<file path="config.mk">
export PLATFORM = sky130hd
export DESIGN_NAME = spa_term_list
export DESIGN_NICKNAME = d
export VERILOG_FILES = /design/src/rtl/spa_pkg.sv /design/src/rtl/spa_term_list.sv
export SDC_FILE = /design/constraint.sdc
export NUM_CORES = 1
export LEC_CHECK = 0
export BUFFER_PORTS_ARGS = -buffer_cell sky130_fd_sc_hd__buf_2
export CAP_MARGIN = 40
export CORE_ASPECT_RATIO = 1.75
export CORE_UTILIZATION = 60
export DETAILED_ROUTE_END_ITERATION = 8
export PLACE_DENSITY = 0.78
export SLEW_MARGIN = 30
export SYNTH_ARGS = -nofsm -noshare
export SYNTH_HDL_FRONTEND = slang
export SYNTH_SLANG_ARGS = --single-unit
export TNS_END_PERCENT = 50
</file>
<file path="constraint.sdc">
create_clock -name clk -period 5.7 [get_ports clk]
set_input_delay 0.57 -clock clk [delete_from_list [all_inputs] [get_ports clk]]
set_output_delay 0.57 -clock clk [all_outputs]
set_load 0.02 [all_outputs]
</file>
<file path="src/rtl/spa_pkg.sv">
`default_nettype none
package spa_pkg;

  // Field widths of one term
  localparam int COEF_W = 32;
  localparam int EXP_W  = 10;
  localparam int ACT_W  = 2;

  // Default list depth
  localparam int MAX_TERMS_DEF = 16;

  // Request action codes; the fourth code is unused and ignored
  localparam logic [ACT_W-1:0] ACT_LOAD_A = 2'd0;
  localparam logic [ACT_W-1:0] ACT_LOAD_B = 2'd1;
  localparam logic [ACT_W-1:0] ACT_START  = 2'd2;

  // Merge sequencer states
  typedef enum logic [1:0] {
    S_IDLE,
    S_FETCH,
    S_MERGE,
    S_FINISH
  } state_t;

  // Write port of one term list
  typedef struct packed {
    logic              en;
    logic [COEF_W-1:0] coefficient;
    logic [EXP_W-1:0]  exponent;
  } list_wr_t;

  // Sequencer status towards the request side
  typedef struct packed {
    logic idle;
    logic clear;
  } seq_ctl_t;

endpackage
`default_nettype wire

</file>
<file path="src/rtl/spa_term_list.sv">
`default_nettype none
module spa_term_list
  import spa_pkg::*;
#(
  parameter int MAX_TERMS = MAX_TERMS_DEF,
  localparam int IDX_W = (MAX_TERMS > 1) ? $clog2(MAX_TERMS) : 1,
  localparam int CNT_W = $clog2(MAX_TERMS + 1)
) (
  input  wire logic              clk,
  input  wire logic              rst,
  input  wire list_wr_t          wr,
  input  wire logic              clr,
  input  wire logic [IDX_W-1:0]  rd_idx,
  output logic [COEF_W-1:0]      rd_coef,
  output logic [EXP_W-1:0]       rd_exp,
  output logic [CNT_W-1:0]       count,
  output logic                   drop
);

  logic [COEF_W-1:0] coef_mem [MAX_TERMS];
  logic [EXP_W-1:0]  exp_mem  [MAX_TERMS];
  logic [EXP_W-1:0]  last_exp;
  logic              room;
  logic              in_order;
  logic              take;

  // Append check: list not full and exponent strictly descending
  always_comb begin
    room     = (count < CNT_W'(MAX_TERMS));
    in_order = (count == '0) || (wr.exponent < last_exp);
    take     = wr.en && room && in_order;
    drop     = wr.en && !take;
  end

  // Fill count
  always_ff @(posedge clk) begin
    if (rst) begin
      count <= '0;
    end else if (clr) begin
      count <= '0;
    end else if (take) begin
      count <= count + 1'b1;
    end
  end

  // Term storage, registered read
  always_ff @(posedge clk) begin
    if (take) begin
      coef_mem[count[IDX_W-1:0]] <= wr.coefficient;
      exp_mem[count[IDX_W-1:0]]  <= wr.exponent;
      last_exp                   <= wr.exponent;
    end
    rd_coef <= coef_mem[rd_idx];
    rd_exp  <= exp_mem[rd_idx];
  end

endmodule
`default_nettype wire

</file>
==> summary.txt <==
Layout
  – Area occupied by registers: 0.02142 sq mm
  – N_diodes: 0
  – Cell Count, Final, Fillers Out: 1827
  – Area of the multi-input gates: 0.005298 sq mm
  – Layout Nets: 1270
  – Fillers: 2524
  – Share of cells above drive strength 1: 0.3498
  – Area Growth Syn to Fin: 12.03%

Synth
  – Synth Flop Type: edfxtp_1
  – Syn avg cell area: 25.16 sq um
  – Synth Area in Compound Gates: 0.002871
  – Ys Warns: 0
  – Sequential fraction of the synthesis area: 0.7928
  – Syn Nets: 1137
  – Mapped Area: 0.02702 sq mm
  – Synth Area in XOR/XNOR: 0
  – Synth top area share: 0.7580
  – Synth Area in Adders: 0.006020
  – Yosys cell types: 31
  – Synth Register Bits: 729
  – Synth top area cells: edfxtp_1 76%, mux4_2 18%, dfxtp_1 3.5%
  – Post-Synth Simple-Gate Area: 0.009077
  – Mapped Cells: 1074
  – Most frequent cells after synthesis: 682 x edfxtp_1, 210 x mux4_2, 47 x dfxtp_1, 24 x clkbuf_1, 14 x buf_6
  – Post-synth EDFFs: 682
  – Largest family of logic cells by synthesized area: multiplexers
  – Top cell type by total area after synthesis: edfxtp_1
  – Count leader, synth: edfxtp_1
  – Post-synth ARST share: 0
  – Proportion of synthesized area in mux cells: 0.1762

Timing
  – Unrepaired setup endpoints after global routing: no
  – Max Fclk: 0.2818 GHz
  – Setup WS post-layout: 2152 ps
  – Crit share post-route: 0.6225
  – Fin. max-slew vios: 0
  – Final setup viols: 0
  – Clock skew: 18.98 ps
  – Total Negative Setup Slacks: 0 ps
  – Final-report hold violation count: 0
  – Final min period: 3548 ps
  – Actual slew at the worst max-slew pin: 870.0 ps
  – Slew margin rel.: 0.4200

Global route
  – GRT Util Overall: 0.2540
  – GR Util met2: 0.4558
  – Antenna violations before repair: 2
  – Met3 Track Usage GR: 0.02733
  – Vias in the first global route: 12.60k
  – First-pass GRT wire length: 82.02 mm
  – Grt met1 use: 0.3198
  – Largest net degree at the start of global routing: 82
  – Grt peak-use layer: met2
  – Gr ovfl total: 0

Placed design
  – Post-DP HPWL: 29.48 mm
  – Number of I/O port buffers: 97
  – Final GP Congestion: 0.7307
  – Inst Count DP: 1716
  – Pre-CTS setup slack: 1896 ps

Setup path
  – Worst R2R Start: last_exp[7]$_DFFE_PP_
  – Worst EP arrival: 2980 ps
  – CP endpoint kind: output port
  – Worst-path maximum fanout: 16
  – Worst Setup SP: last_exp[7]$_DFFE_PP_
  – Startpoint types: register
  – Crit Path Class: register to output port
  – Crit path largest cell delay: 720 ps
  – Worst path cell trace: inv_1 -> ha_1 -> a21oi_1 -> o21ai_0 -> a31oi_1 -> o2111a_1 -> nor2b_1 -> buf_2
  – Critical-path top delay cell: o2111a_1
  – WP data required: 5130 ps

Hold path
  – Hold_sp: rst
  – Tightest Hold Check Type: primary input to register

Route
  – WL final: 55.53 mm
  – Vias/cell: 6.442
  – Wirelength per Cell: 30.39 microns
  – Routed Antenna Nets: 0
  – Via count: 11.77k
  – Number of remaining DRC errors: 0
  – DRT iter0 DRCs: 1136
  – Pre-antenna DRT Iters: 5

Clock network
  – CTS tree: yes
  – CTS clk-pin slew, worst paths: 70 ps
  – Clk Tree Root Cell: clkbuf_16
  – Postcts setup bufs: 0
  – Hold Buf Count CTS: 0
  – Clock latency on the worst-skew pair: 610 ps
  – H-tree depth: 2
  – Post-CTS sizing: 0
  – Num Clock Sinks: 729
  – Num CTS Buffers: 59
  – Clock buffer depth: 3

Power
  – VDD IR max: 256.2 uV
  – Power Dens Cells: 351.4 mW/mm^2
  – Overall power: 10.64 mW
  – Leak pwr: 9.739 nW

Outcome
  – Outcome: finished, final reports clean

Die
  – CORE AREA: 0.04429 sq mm
  – Die X-Extent: 162.4 microns
  – IO Count: 98
  – Height of the die: 282.7 microns
  – Die area: 0.04591 sq mm
  – Core Rows: 102
  – Initial Util: 0.6101

Flow run
  – Max-cap violation count: 0
==> cell type report <==
| cell class | count | area share |
|---|---|---|
| multi-input combinational | 282 | 0.1750 |
| tap | 572 | 0.02365 |
| clock inverter | 36 | 0.01364 |
| timing repair buffer | 122 | 0.02621 |
| inverter | 13 | 0.001612 |
| sequential | 729 | 0.7077 |
| clock buffer | 73 | 0.05217 |
==> through the flow <==
stage	hold WS (ps)	util	cell area, sq um
finish	257.3	0.6835	30270
global route	263.9	0.6835	30270
CTS	250.7	0.6822	30210
detailed placement	511.5	0.6373	28220
global placement	504.2	0.6354	28140
floorplan	570.2	-	27020
==> sequential cells by signal, summed over array words and instances (netlist names) <==
register	count
coef_mem	512
count	5
exp_mem	160
last_exp	10
rd_coef	32
rd_exp	10
==> per-layer routing <==
metal / routed length, microns / part of all wire
met1: 19930 / 0.36
met2: 30510 / 0.55
met3: 3121 / 0.056
met4: 1946 / 0.035
met5: 17 / 0.00031
==> critical path: cells and delay by family (launching register included) <==
family                     cells  cell delay, ps
adders and majority gates      1             230
buffers and inverters          2             260
and+or+nand+nor                1             100
AOI/OAI and AO/OA              4            1400
DFF                            1             370
==> power breakdown <==
group / switching [mW] / internal, mW
Combinational: 0.301 / 0.214
Sequential: 0.0204 / 5.92
Clock: 1.81 / 2.37
Total: 2.13 / 8.50
==> final timing paths <==
check	endpoint	slack [ps]	cells past startpoint
setup reg to reg	coef_mem[12][21]$_DFFE_PP_	2390	8
hold / removal	count[3]$_SDFFE_PP0P_	260	3
hold reg to reg	count[0]$_SDFFE_PP0P_	530	2
setup / recovery	drop	2150	8
==> kinds of logic (layout without fill, tap and decap cells) <==
group / after synthesis / after routing
AOI/OAI and AO/OA: 12 / 12
buffers and inverters: 63 / 244
muxes: 213 / 213
and+or+nand+nor: 44 / 44
DFF: 729 / 729
adders and majority gates: 13 / 13
==> layout by cell type (no fill, tap or decap), drive strengths merged, types with 2 or more instances in the layout <==
cell / synthesis / final
clkinv: 0 / 23
and2: 9 / 9
clkbuf: 24 / 73
nor3b: 4 / 4
and4: 2 / 2
edfxtp: 682 / 682
mux4: 210 / 210
clkinvlp: 0 / 3
nand2: 11 / 11
ha: 13 / 13
a21oi: 5 / 5
mux2i: 3 / 3
bufinv: 0 / 9
and3: 3 / 3
nand3: 2 / 2
buf: 26 / 122
o21ai: 2 / 2
nor2: 6 / 6
inv: 13 / 14
dfxtp: 47 / 47
Power figures use the tool's default switching activity.
